===== src/rtl/core/submission_completion_ring_control_assert.svh =====
// Assertion macros shared by the ring control RTL.
`ifndef SUBMISSION_COMPLETION_RING_CONTROL_ASSERT_SVH
`define SUBMISSION_COMPLETION_RING_CONTROL_ASSERT_SVH

// Same-cycle implication, sampled on clk, off while rst_n is low.
`define SCRC_ASSERT_NOW(label, ante, cons, msg) \
    label: assert property (@(posedge clk) disable iff (!rst_n) (ante) |-> (cons)) \
        else $error(msg);

// Next-cycle implication, sampled on clk, off while rst_n is low.
`define SCRC_ASSERT_NEXT(label, ante, cons, msg) \
    label: assert property (@(posedge clk) disable iff (!rst_n) (ante) |=> (cons)) \
        else $error(msg);

`endif


===== src/rtl/core/scrc_pkg.sv =====
// Types, codes and constants of the submission/completion ring control.
package scrc_pkg;

    localparam int PTR_W    = 32;
    localparam int ADDR_W   = 64;
    localparam int SIZE_W   = 13;
    localparam int BYTES_W  = 9;
    localparam int LIMIT_W  = 17;
    localparam int KIND_W   = 3;
    localparam int STATUS_W = 2;
    localparam int CFG_IDX_W = 2;

    localparam int SQ_ENTRY_BYTES_DEF   = 48;
    localparam int CQ_ENTRY_BYTES_DEF   = 40;
    localparam int MAX_RING_ENTRIES_DEF = 4096;

    localparam logic [KIND_W-1:0] KIND_SET_SQ_HEAD = 3'd0;
    localparam logic [KIND_W-1:0] KIND_SET_SQ_TAIL = 3'd1;
    localparam logic [KIND_W-1:0] KIND_SET_CQ_HEAD = 3'd2;
    localparam logic [KIND_W-1:0] KIND_SET_CQ_TAIL = 3'd3;
    localparam logic [KIND_W-1:0] KIND_NEXT_SQ     = 3'd4;
    localparam logic [KIND_W-1:0] KIND_ADV_SQ_HEAD = 3'd5;
    localparam logic [KIND_W-1:0] KIND_NEXT_CQ     = 3'd6;
    localparam logic [KIND_W-1:0] KIND_ADV_CQ_TAIL = 3'd7;

    localparam logic [STATUS_W-1:0] STATUS_OK      = 2'd0;
    localparam logic [STATUS_W-1:0] STATUS_SQ_FAIL = 2'd1;
    localparam logic [STATUS_W-1:0] STATUS_CQ_FAIL = 2'd2;

    localparam logic [CFG_IDX_W-1:0] REG_SQ_BASE    = 2'd0;
    localparam logic [CFG_IDX_W-1:0] REG_CQ_BASE    = 2'd1;
    localparam logic [CFG_IDX_W-1:0] REG_SQ_ENTRIES = 2'd2;
    localparam logic [CFG_IDX_W-1:0] REG_CQ_ENTRIES = 2'd3;

    typedef struct packed {
        logic [KIND_W-1:0] kind;
        logic [PTR_W-1:0]  value;
    } scrc_cmd_t;

    typedef struct packed {
        logic [STATUS_W-1:0] status;
        logic [ADDR_W-1:0]   record_addr;
        logic [SIZE_W-1:0]   sq_pending;
        logic [SIZE_W-1:0]   cq_filled;
        logic                cq_room;
        logic                sq_ready;
        logic                cq_ready;
        logic [PTR_W-1:0]    sq_head_now;
        logic [PTR_W-1:0]    sq_tail_now;
        logic [PTR_W-1:0]    cq_head_now;
        logic [PTR_W-1:0]    cq_tail_now;
    } scrc_rsp_t;

    typedef struct packed {
        logic              start;
        logic [PTR_W-1:0]  dividend;
        logic [SIZE_W-1:0] divisor;
    } scrc_div_req_t;

    typedef struct packed {
        logic              done;
        logic [SIZE_W-1:0] remainder;
    } scrc_div_rsp_t;

endpackage


===== src/rtl/core/scrc_divider.sv =====
// Bit-serial restoring remainder unit: 32-bit pointer modulo ring size.
`include "submission_completion_ring_control_assert.svh"

module scrc_divider
    import scrc_pkg::*;
(
    input  logic          clk,
    input  logic          rst_n,
    input  scrc_div_req_t req,
    output scrc_div_rsp_t rsp
);

    localparam int DIV_STEPS = PTR_W;
    localparam int CNT_W     = $clog2(DIV_STEPS);
    localparam logic [CNT_W-1:0] LAST_STEP = CNT_W'(DIV_STEPS - 1);

    logic              busy_reg, busy_next;
    logic              done_reg, done_next;
    logic [CNT_W-1:0]  cnt_reg, cnt_next;
    logic [PTR_W-1:0]  dvd_reg, dvd_next;
    logic [SIZE_W-1:0] dvs_reg, dvs_next;
    logic [SIZE_W-1:0] rem_reg, rem_next;
    logic [SIZE_W:0]   trial;
    logic [SIZE_W:0]   trial_sub;
    logic              fits;

    // one quotient bit per cycle, MSB of the dividend first
    assign trial     = {rem_reg, dvd_reg[PTR_W-1]};
    assign fits      = trial >= {1'b0, dvs_reg};
    assign trial_sub = trial - {1'b0, dvs_reg};

    always_comb
    begin
        busy_next = busy_reg;
        done_next = 1'b0;
        cnt_next  = cnt_reg;
        dvd_next  = dvd_reg;
        dvs_next  = dvs_reg;
        rem_next  = rem_reg;
        if (req.start)
        begin
            busy_next = 1'b1;
            cnt_next  = '0;
            dvd_next  = req.dividend;
            dvs_next  = req.divisor;
            rem_next  = '0;
        end
        else if (busy_reg)
        begin
            rem_next = fits ? trial_sub[SIZE_W-1:0] : trial[SIZE_W-1:0];
            dvd_next = {dvd_reg[PTR_W-2:0], 1'b0};
            cnt_next = cnt_reg + 1'b1;
            if (cnt_reg == LAST_STEP)
            begin
                busy_next = 1'b0;
                done_next = 1'b1;
            end
        end
    end

    always_ff @(posedge clk or negedge rst_n)
    begin
        if (!rst_n)
        begin
            busy_reg <= 1'b0;
            done_reg <= 1'b0;
            cnt_reg  <= '0;
        end
        else
        begin
            busy_reg <= busy_next;
            done_reg <= done_next;
            cnt_reg  <= cnt_next;
        end
    end

    always_ff @(posedge clk)
    begin
        dvd_reg <= dvd_next;
        dvs_reg <= dvs_next;
        rem_reg <= rem_next;
    end

    assign rsp.done      = done_reg;
    assign rsp.remainder = rem_reg;

    `SCRC_ASSERT_NOW(a_rem_below_divisor, done_reg, rem_reg < dvs_reg, "remainder not below divisor")
    `SCRC_ASSERT_NOW(a_done_after_busy, done_reg, !busy_reg, "divider done while still stepping")
    `SCRC_ASSERT_NOW(a_start_when_idle, req.start, !busy_reg && req.divisor != '0, "bad divider start")

endmodule


===== src/rtl/core/submission_completion_ring_control.sv =====
// Submission/completion ring pointer and record address control, top level.
// Each item is taken when start is high and busy low. Its one result is shown
// for a single cycle with done high. The receiver cannot stall, so it must
// take the result in that cycle. For pointer writes, advances and refused
// address requests, the item goes from apply through depth and check to
// done; a granted address request goes on from check through divide and
// add to done. Busy falls after done, and only then is the next item taken.
// In divide the 32-step bit-serial remainder unit reduces the pointer
// modulo the ring size and the result is multiplied by the record size;
// add then adds it to the base in 64 bits. Configuration writes are taken
// only while busy is low; writing a ring size clears that ring's pointers.
`include "submission_completion_ring_control_assert.svh"

module submission_completion_ring_control
    import scrc_pkg::*;
#(
    parameter int SQ_ENTRY_BYTES   = SQ_ENTRY_BYTES_DEF,
    parameter int CQ_ENTRY_BYTES   = CQ_ENTRY_BYTES_DEF,
    parameter int MAX_RING_ENTRIES = MAX_RING_ENTRIES_DEF
)
(
    input  logic                 clk,
    input  logic                 rst_n,
    input  logic                 start,
    output logic                 busy,
    input  scrc_cmd_t            cmd,
    output logic                 done,
    output scrc_rsp_t            rsp,
    input  logic                 cfg_valid,
    output logic                 cfg_ready,
    input  logic [CFG_IDX_W-1:0] cfg_index,
    input  logic [ADDR_W-1:0]    cfg_data
);

    localparam logic [2:0] S_IDLE  = 3'd0;
    localparam logic [2:0] S_APPLY = 3'd1;
    localparam logic [2:0] S_DEPTH = 3'd2;
    localparam logic [2:0] S_CHECK = 3'd3;
    localparam logic [2:0] S_DIV   = 3'd4;
    localparam logic [2:0] S_ADD   = 3'd5;
    localparam logic [2:0] S_DONE  = 3'd6;

    localparam logic [LIMIT_W-1:0] SIZE_LIMIT = LIMIT_W'(MAX_RING_ENTRIES);
    localparam logic [BYTES_W-1:0] SQ_BYTES   = BYTES_W'(SQ_ENTRY_BYTES);
    localparam logic [BYTES_W-1:0] CQ_BYTES   = BYTES_W'(CQ_ENTRY_BYTES);
    localparam int PROD_W = SIZE_W + BYTES_W;

    logic [2:0]          state_reg, state_next;
    logic [KIND_W-1:0]   kind_reg, kind_next;
    logic [PTR_W-1:0]    value_reg, value_next;
    logic [ADDR_W-1:0]   sq_base_reg, sq_base_next;
    logic [ADDR_W-1:0]   cq_base_reg, cq_base_next;
    logic [SIZE_W-1:0]   sq_entries_reg, sq_entries_next;
    logic [SIZE_W-1:0]   cq_entries_reg, cq_entries_next;
    logic [PTR_W-1:0]    sq_head_reg, sq_head_next;
    logic [PTR_W-1:0]    sq_tail_reg, sq_tail_next;
    logic [PTR_W-1:0]    cq_head_reg, cq_head_next;
    logic [PTR_W-1:0]    cq_tail_reg, cq_tail_next;
    logic [SIZE_W-1:0]   sq_depth_reg, sq_depth_next;
    logic [SIZE_W-1:0]   cq_depth_reg, cq_depth_next;
    logic [STATUS_W-1:0] status_reg, status_next;
    logic [ADDR_W-1:0]   addr_reg, addr_next;
    logic [PROD_W-1:0]   prod_reg, prod_next;

    logic                cfg_fire;
    logic [SIZE_W-1:0]   size_clamped;
    logic                sq_ready;
    logic                cq_ready;
    logic                pick_sq;
    logic                room;
    scrc_div_req_t       div_req;
    scrc_div_rsp_t       div_rsp;

    function automatic logic [SIZE_W-1:0] ring_depth(
        input logic [PTR_W-1:0]  head,
        input logic [PTR_W-1:0]  tail,
        input logic [SIZE_W-1:0] size
    );
        logic [PTR_W-1:0] diff;
        begin
            diff = tail - head;
            if (size == '0 || tail < head)
                ring_depth = '0;
            else if (diff < PTR_W'(size))
                ring_depth = diff[SIZE_W-1:0];
            else
                ring_depth = size;
        end
    endfunction

    assign busy      = state_reg != S_IDLE;
    assign cfg_ready = state_reg == S_IDLE;
    assign cfg_fire  = cfg_valid && cfg_ready;
    assign done      = state_reg == S_DONE;

    assign size_clamped = ({{(LIMIT_W-SIZE_W){1'b0}}, cfg_data[SIZE_W-1:0]} <= SIZE_LIMIT)
                          ? cfg_data[SIZE_W-1:0] : '0;

    assign sq_ready = sq_base_reg != '0 && sq_entries_reg != '0;
    assign cq_ready = cq_base_reg != '0 && cq_entries_reg != '0;
    assign room     = cq_ready && cq_depth_reg < cq_entries_reg;
    assign pick_sq  = kind_reg == KIND_NEXT_SQ;

    always_comb
    begin
        state_next      = state_reg;
        kind_next       = kind_reg;
        value_next      = value_reg;
        sq_base_next    = sq_base_reg;
        cq_base_next    = cq_base_reg;
        sq_entries_next = sq_entries_reg;
        cq_entries_next = cq_entries_reg;
        sq_head_next    = sq_head_reg;
        sq_tail_next    = sq_tail_reg;
        cq_head_next    = cq_head_reg;
        cq_tail_next    = cq_tail_reg;
        sq_depth_next   = sq_depth_reg;
        cq_depth_next   = cq_depth_reg;
        status_next     = status_reg;
        addr_next       = addr_reg;
        prod_next       = prod_reg;
        div_req.start    = 1'b0;
        div_req.dividend = pick_sq ? sq_head_reg : cq_tail_reg;
        div_req.divisor  = pick_sq ? sq_entries_reg : cq_entries_reg;

        if (cfg_fire)
        begin
            case (cfg_index)
                REG_SQ_BASE:    sq_base_next = cfg_data;
                REG_CQ_BASE:    cq_base_next = cfg_data;
                REG_SQ_ENTRIES:
                begin
                    sq_entries_next = size_clamped;
                    sq_head_next    = '0;
                    sq_tail_next    = '0;
                end
                REG_CQ_ENTRIES:
                begin
                    cq_entries_next = size_clamped;
                    cq_head_next    = '0;
                    cq_tail_next    = '0;
                end
                default: ;
            endcase
        end

        case (state_reg)
            S_IDLE:
            begin
                if (start)
                begin
                    kind_next  = cmd.kind;
                    value_next = cmd.value;
                    state_next = S_APPLY;
                end
            end
            S_APPLY:
            begin
                status_next = STATUS_OK;
                addr_next   = '0;
                case (kind_reg)
                    KIND_SET_SQ_HEAD: sq_head_next = value_reg;
                    KIND_SET_SQ_TAIL: sq_tail_next = value_reg;
                    KIND_SET_CQ_HEAD: cq_head_next = value_reg;
                    KIND_SET_CQ_TAIL: cq_tail_next = value_reg;
                    KIND_ADV_SQ_HEAD: sq_head_next = sq_head_reg + 1'b1;
                    KIND_ADV_CQ_TAIL: cq_tail_next = cq_tail_reg + 1'b1;
                    default: ;
                endcase
                state_next = S_DEPTH;
            end
            S_DEPTH:
            begin
                sq_depth_next = ring_depth(sq_head_reg, sq_tail_reg, sq_entries_reg);
                cq_depth_next = ring_depth(cq_head_reg, cq_tail_reg, cq_entries_reg);
                state_next    = S_CHECK;
            end
            S_CHECK:
            begin
                state_next = S_DONE;
                if (kind_reg == KIND_NEXT_SQ)
                begin
                    if (!sq_ready || sq_depth_reg == '0)
                        status_next = STATUS_SQ_FAIL;
                    else
                    begin
                        div_req.start = 1'b1;
                        state_next    = S_DIV;
                    end
                end
                else if (kind_reg == KIND_NEXT_CQ)
                begin
                    if (!room)
                        status_next = STATUS_CQ_FAIL;
                    else
                    begin
                        div_req.start = 1'b1;
                        state_next    = S_DIV;
                    end
                end
            end
            S_DIV:
            begin
                if (div_rsp.done)
                begin
                    prod_next  = {{BYTES_W{1'b0}}, div_rsp.remainder}
                                 * {{SIZE_W{1'b0}}, (pick_sq ? SQ_BYTES : CQ_BYTES)};
                    state_next = S_ADD;
                end
            end
            S_ADD:
            begin
                addr_next  = (pick_sq ? sq_base_reg : cq_base_reg)
                             + {{(ADDR_W-PROD_W){1'b0}}, prod_reg};
                state_next = S_DONE;
            end
            S_DONE:
            begin
                state_next = S_IDLE;
            end
            default:
            begin
                state_next = S_IDLE;
            end
        endcase
    end

    always_ff @(posedge clk or negedge rst_n)
    begin
        if (!rst_n)
        begin
            state_reg      <= S_IDLE;
            sq_base_reg    <= '0;
            cq_base_reg    <= '0;
            sq_entries_reg <= '0;
            cq_entries_reg <= '0;
            sq_head_reg    <= '0;
            sq_tail_reg    <= '0;
            cq_head_reg    <= '0;
            cq_tail_reg    <= '0;
        end
        else
        begin
            state_reg      <= state_next;
            sq_base_reg    <= sq_base_next;
            cq_base_reg    <= cq_base_next;
            sq_entries_reg <= sq_entries_next;
            cq_entries_reg <= cq_entries_next;
            sq_head_reg    <= sq_head_next;
            sq_tail_reg    <= sq_tail_next;
            cq_head_reg    <= cq_head_next;
            cq_tail_reg    <= cq_tail_next;
        end
    end

    always_ff @(posedge clk)
    begin
        kind_reg     <= kind_next;
        value_reg    <= value_next;
        sq_depth_reg <= sq_depth_next;
        cq_depth_reg <= cq_depth_next;
        status_reg   <= status_next;
        addr_reg     <= addr_next;
        prod_reg     <= prod_next;
    end

    scrc_divider u_divider (
        .clk   (clk),
        .rst_n (rst_n),
        .req   (div_req),
        .rsp   (div_rsp)
    );

    assign rsp.status      = status_reg;
    assign rsp.record_addr = addr_reg;
    assign rsp.sq_pending  = sq_depth_reg;
    assign rsp.cq_filled   = cq_depth_reg;
    assign rsp.cq_room     = room;
    assign rsp.sq_ready    = sq_ready;
    assign rsp.cq_ready    = cq_ready;
    assign rsp.sq_head_now = sq_head_reg;
    assign rsp.sq_tail_now = sq_tail_reg;
    assign rsp.cq_head_now = cq_head_reg;
    assign rsp.cq_tail_now = cq_tail_reg;

    `SCRC_ASSERT_NEXT(a_done_single, done, !done && !busy, "result strobe not a single cycle")
    `SCRC_ASSERT_NOW(a_fail_no_addr, done && status_reg != STATUS_OK, addr_reg == '0, "refused addr")
    `SCRC_ASSERT_NOW(a_room_depth, done && room, cq_depth_reg < cq_entries_reg, "room on full ring")
    `SCRC_ASSERT_NOW(a_div_only_wait, div_rsp.done, state_reg == S_DIV, "remainder outside wait")

endmodule


===== config.mk =====
export PLATFORM = sky130hd
export DESIGN_NAME = submission_completion_ring_control
export DESIGN_NICKNAME = d
export VERILOG_FILES = /design/src/rtl/core/scrc_pkg.sv /design/src/rtl/core/scrc_divider.sv /design/src/rtl/core/submission_completion_ring_control.sv
export VERILOG_INCLUDE_DIRS = /design/src /design/src/rtl/core
export SDC_FILE = /design/constraint.sdc
export NUM_CORES = 1
export LEC_CHECK = 0
export ABC_AREA = 1
export BUFFER_PORTS_ARGS = -buffer_cell sky130_fd_sc_hd__buf_2
export CAP_MARGIN = 20
export CORE_UTILIZATION = 33
export DETAILED_ROUTE_END_ITERATION = 8
export GPL_ROUTABILITY_DRIVEN = 0
export PLACE_DENSITY = 0.59
export SLEW_MARGIN = 0
export SYNTH_ARGS = -nofsm -noshare
export SYNTH_HDL_FRONTEND = slang
export SYNTH_SLANG_ARGS = --single-unit

===== constraint.sdc =====
create_clock -name clk -period 6.41 [get_ports clk]
set_input_delay 0 -clock clk [delete_from_list [all_inputs] [get_ports clk]]
set_output_delay 0 -clock clk [all_outputs]
set_load 0.02 [all_outputs]

### After elaboration in Yosys (flattened, before gate mapping)

Index checks and enable logic that the tools add are counted.

| operators by class | value |
|---|---|
| bitwise logic cells | 0 |
| multipliers | 1 |
| $add $sub $neg | 7 |
| magnitude comparators | 7 |
| multiplexer cells | 52 |
| eq/ne operators | 22 |
| reductions and logical operators | 30 |
| shift operators | 0 |
| div/mod/pow operators | 0 |

Operators with widths:

| kind | count |
|---|---|
| $mux W32 | 17 |
| $pmux W32 S2 | 2 |
| $pmux W64 S2 | 1 |
| $reduce_bool A64 Y1 | 2 |
| $mux W13 | 5 |
| $add A32 B1 Y32 const B | 2 |
| $add A64 B22 Y64 | 1 |
| $lt A32 B13 Y1 | 2 |
| $lt A32 B32 Y1 | 2 |
| $mux W64 | 1 |
| $sub A32 B32 Y32 | 2 |
| $logic_not A13 Y1 | 3 |
| $reduce_bool A13 Y1 | 2 |
| $eq A3 B3 Y1 const B | 7 |
| $mul A13 B6 Y19 | 1 |
| $pmux W3 S6 | 1 |
| $mux W5 | 3 |
| $ge A14 B13 Y1 | 1 |
| $mux W2 | 7 |
| $reduce_and A2 Y1 | 7 |
| $le A13 B13 Y1 const B | 1 |
| $lt A13 B13 Y1 | 1 |
| $sub A13 B13 Y13 | 1 |
| $eq A3 B2 Y1 const B | 4 |
| 19 further kinds | 43 |

| storage, ports and cells | value |
|---|---|
| ROM bits | 0 |
| latch bits | 0 |
| bits in writable memories | 0 |
| bits of input ports | 105 |
| memories kept | 0 |
| register bits | 499 |
| output and inout bits | 226 |
| word-level logic and storage cells | 141 |

### Depth between registers and ports, before layout

| logic depth | value |
|---|---|
| depth in word-level cells | 8 |
| mapped depth | 26 |
| depth with buffers taken out | 22 |

### Cells and area by module

From an unflattened synthesis, not the netlist that was laid out.

| unflattened totals | value |
|---|---|
| cell total of the unflattened synthesis | 4476 |
| area total of the unflattened synthesis | 32538.7 µm² |

By module, submodules not included:

| module | instances | area an instance (µm²) | cells each | sequential area each (µm²) |
|---|---|---|---|---|
| submission_completion_ring_control | 1 | 28890.2 | 4025 | 11426.0 |
| scrc_divider | 1 | 3648.5 | 451 | 1786.7 |

### Worst setup path after synthesis

No wires, ideal clock.

| timing path | value |
|---|---|
| kind | register -> register |
| start | register state_reg[0] |
| end | register sq_head_reg[14] |
| required time | 6.276 ns |
| library setup time | 0.134 ns |
| buffers on the path | 2 |
| arrival | 4.650 ns |
| period minus slack after synthesis | 4.784 ns |
| path slack | 1.626 ns |
| cell stages (with the launch flop) | 12 |
| path through | dfrtp_1 inv_2 nor2_1 inv_1 nor2_1 buf_2 nand2_1 nand3_1 clkbuf_1 o21ai_0 nand2_1 o211ai_1 |

| between the ends | value |
|---|---|
| word-level cells in the longest chain between the ends | 5 |
| elaborated cells on any way between the ends | 6 |
| those cells by class | eq/ne: 1; mux: 3; reduce/logical: 2 |

RTL lines:

| what | line | text |
|---|---|---|
| start, declared | submission_completion_ring_control.sv:48 | `logic [2:0] state_reg, state_next;` |
| start signal, assigned | submission_completion_ring_control.sv:244 | `state_reg <= state_next;` |
| $logic_not A3 Y1 | submission_completion_ring_control.sv:92 | `assign cfg_ready = state_reg == S_IDLE;` |
| $logic_and A1 B1 Y1 | submission_completion_ring_control.sv:93 | `assign cfg_fire = cfg_valid && cfg_ready;` |
| $mux W32 | submission_completion_ring_control.sv:126 | `if (cfg_fire)` |
| $pmux W32 S2 | submission_completion_ring_control.sv:161 | `case (kind_reg)` |
| $mux W32 (*) | submission_completion_ring_control.sv:147 | `case (state_reg)` |
| via sq_head_next[14] | submission_completion_ring_control.sv:55 | `logic [PTR_W-1:0] sq_head_reg, sq_head_next;` |
| end signal, assigned | submission_completion_ring_control.sv:249 | `sq_head_reg <= sq_head_next;` |
| end, declared | submission_completion_ring_control.sv:55 |  |

Mark *: on every way through the listed nets, which the timed path passes. The rest lies on a longest branch.
A chain may end at the register's enable or synchronous reset.

### Final worst setup path

| timing path | value |
|---|---|
| start | register kind_reg[0] |
| end | register prod_reg[17] (data pin) |

| between the ends | value |
|---|---|
| word-level cells in the longest chain between the ends | 3 |

RTL lines:

| what | line | text |
|---|---|---|
| start, declared | submission_completion_ring_control.sv:49 | `logic [KIND_W-1:0] kind_reg, kind_next;` |
| start signal, assigned | submission_completion_ring_control.sv:258 | `kind_reg <= kind_next;` |
| $eq A3 B3 Y1 | submission_completion_ring_control.sv:102 | `assign pick_sq = kind_reg == KIND_NEXT_SQ;` |
| $mux W5 | submission_completion_ring_control.sv:207 | `* {{SIZE_W{1'b0}}, (pick_sq ? SQ_BYTES : CQ_BYTES)};` |
| $mul A13 B6 Y19 | submission_completion_ring_control.sv:207 |  |
| end signal, assigned | submission_completion_ring_control.sv:264 | `prod_reg <= prod_next;` |
| end, declared | submission_completion_ring_control.sv:63 | `logic [PROD_W-1:0] prod_reg, prod_next;` |

No other way between the ends.

==> summary.txt <==
Hold path
  • Min-delay worst type: input pin to asynchronous set/reset pin

Cells and area
  • Ratio of cells with drive above 1 in the final layout: 0.109
  • Final non-filler cell area: 38200 um2
  • Diode count: 0
  • Fin nets: 5044
  • Area Growth Syn to Fin: 19.0%

Logic synthesis
  • Mapped cell area: 32100 um2
  • Yosys cell types: 62
  • Ys flop type: dfrtp_1
  • Post-synth ARST share: 0.592
  • Ys Warns: 0
  • Gate Count Post-Synth: 4366
  • Seq/Total Area, Yosys: 0.412
  • Syn Area/Cell: 7.35 um2
  • Seq cells post-synth: 493
  • Syn nets: 4656
  • Post-synth EDFFs: 188

Floorplan
  • Die H: 314 um
  • DIE AREA: 98500 um2
  • Top Ports: 331
  • Row count: 113
  • Core ar.: 95600 um2
  • Initial core utilization: 0.336
  • Die W: 314 um

Drt
  • Initial DRC count: 2959
  • Post-DR vias/cell: 5.07
  • Via Count: 30700
  • Post-Route WL: 115000 um
  • DRC errors left: 0
  • Drt pass-1 iters: 7
  • Routed WL per cell: 18.9 um
  • Post-route ant nets: 0

Clock network
  • H-tree depth: 2
  • Clock transition at the registers of the reported paths: 0.07 ns
  • Clock buffer depth: 3
  • Post-CTS sizing: 0
  • CTS root buf: clkbuf_16
  • CTS Sinks: 493
  • CTS tree: yes
  • Skew-Pair Late Insertion Delay: 0.67 ns
  • CTS Buf Count: 57

STA
  • Setup Viol. Count Final: 0
  • Final min period: 4.71 ns
  • Slew Viols, Final: 0
  • F_max: 212 MHz
  • Fin worst setup slack: 1.70 ns
  • Hold slack final: -0.0355 ns
  • Clock Skew: 0.0414 ns
  • Slew headroom: 0.239
  • Hold Fails Final Rpt: 3
  • Slew @ Worst Pin: 1.14 ns
  • RSZ-0062 raised after global routing: no
  • Setup TNS: 0 ns
  • Final period util: 0.735

Critical path
  • Setup CP Type: register to register
  • Crit-path max FO: 63
  • Critical path buffers and inverters: 3
  • Max incr delay on CP: 0.49 ns
  • Slowest library cell on the worst path: edfxtp_1
  • CP top delay family: adder cells
  • Arr. time, crit path: 5.09 ns
  • Critical Path, Cell by Cell: nor2_4 -> nand2_8 -> inv_2 -> buf_4 -> nor2_1 -> fa_1 -> ha_1 -> ha_1 -> fa_1 -> nand3_1 -> nand2_1 -> a21oi_1 -> o21bai_1 -> nand2_1 -> nand2_1 -> a21oi_1 -> o21bai_1 -> a21oi_1 -> inv_1 -> nand2_1 -> nand2_1
  • CP Data Required Time: 6.79 ns
  • Path depth of the worst reg2reg path: 21
  • CP endpoint kind: register
  • Startpoint types: register
  • Cell count along the critical path: 21
  • CP dominant cell by count: nand2_1

GRT
  • Global Route Usage Sum: 0.229
  • Vias in the first global route: 29200
  • Initial antenna violation count: 5
  • Total gr overflow: 0
  • Global-route wire length before repair: 173000 um
  • Largest net degree at the start of global routing: 149

Pwr
  • Leak: 18.6 nW
  • Overall power: 0.0229 W
  • Peak VDD IR: 0.324 mV
  • Pwr per Cell Area: 599 nW/um2

Run status
  • Outcome: finished with violations
  • Failing checks: hold timing

Placed design
  • HPWL after DPL: 89400 um
  • Placed instance area: 35000 um2
  • Pre-CTS worst setup slack: 1.76 ns
  • Port bufs: 330

Run
  • MaxCap Viol Count: 0
[cell families (layout without fill, tap and decap cells)]
family          after synthesis  after routing  synth area share
compound gates              767            767             0.130
other cells                   1              1          0.000117
flops                       493            493             0.412
xor+xnor                     49             49            0.0134
buf+inv                     800           1235            0.0968
fa+ha+maj                   185            185            0.0761
mux                           4              4           0.00125
simple gates               2067           2067             0.270
[layout by cell type, fill, tap and decap left out, drive strengths merged, types with 3 or more instances in the layout]
master       count
a21o             3
and3             6
xnor2            6
dfrtp          292
a21oi          203
nand3          281
nand3b           9
nand2         1219
buf            355
o221ai          24
ha             168
inv            667
o31ai            3
o32ai            4
o21ai          466
dfxtp           13
clkinvlp         7
nor2           366
mux2i            4
nor4            34
nor3            74
a31oi            6
edfxtp         188
o211ai          10
o21a             9
fa              17
nand4           56
o21bai          11
nor3b            4
clkinv          20
xor2            43
or2             10
o22ai           15
clkbuf          69
bufinv          12
dlygate4sd3    105
and2             8
a22o             4
[worst paths after layout]
kind	startpoint	to	slack [ns]
hold / removal	rst_n	cq_head_reg[20]	-0.04
setup reg to reg	kind_reg[0]	prod_reg[17]	1.70
setup / recovery	kind_reg[0]	prod_reg[17]	1.70
min in group clk	cmd[3]	value_reg[3]	0.05
hold reg to reg	cq_base_reg[52]	cq_base_reg[52]	0.49
max in group asynchronous	rst_n	cq_base_reg[5]	5.02
[metrics by stage]
step	instances	util
detailed placement	5852	0.366
CTS	6063	0.398
floorplan	4366	-
global placement	5852	0.366
global route	6066	0.399
finish	6066	0.399
[cell usage after synthesis (all sizes together), types with 2 or more instances]
master	n	area, um2
o21bai	11	82.6
nand3b	9	67.6
o22ai	15	93.8
o221ai	24	210
a22oi	2	15.0
inv	665	2500
and3	6	37.5
nand4	56	363
clkinv	4	15.0
nand2	1219	4600
o21a	9	67.6
fa	17	340
ha	168	2100
xor2	43	377
nor3	74	395
xnor2	6	52.6
a21o	3	22.5
nor3b	4	30.0
a21oi	203	1020
and2	8	50.1
nor2	366	1430
a31oi	6	43.8
nor4	34	225
edfxtp	188	5650
a22o	4	35.0
o21ai	466	2390
o211ai	10	75.1
o32ai	4	35.0
mux2i	4	40.0
dfxtp	13	260
a211oi	2	15.0
nand3	281	1410
dfrtp	292	7310
clkbuf	97	364
or2	10	62.6
o31ai	3	22.5
buf	34	230
[cell type report]
cell class,count,area (um2)
well taps,1265,1580
fillers,9986,57400
flip-flops and latches,493,13200
repair buffers,460,2970
inverters,669,2510
clock buffers,69,1530
multi-input cells,3073,15800
clock inverters,37,526
[where the power goes]
| group | internal (W) | switching, W |
|---|---|---|
| combinational | 0.00427 | 0.00885 |
| clock | 0.00218 | 0.00144 |
| sequential | 0.00477 | 0.00136 |
| total | 0.0112 | 0.0116 |
[timing repair]
item,4_1_cts,5_1_grt
hold buffers,105,0
setup buffers,0,0
hold endpoints to repair,324,0
[routing by layer]
layer / share of wire / global-route usage / up-vias / routed length (um)
met5: 0.00023 / 0 / - / 26
met4: 0.048 / 0.104 / 4 / 5540
met3: 0.083 / 0.0443 / 231 / 9480
met2: 0.45 / 0.366 / 1242 / 51600
met1: 0.42 / 0.298 / 14200 / 48000
li1: - / - / 15000 / -
Note: power is estimated with default switching activity, not from simulation.
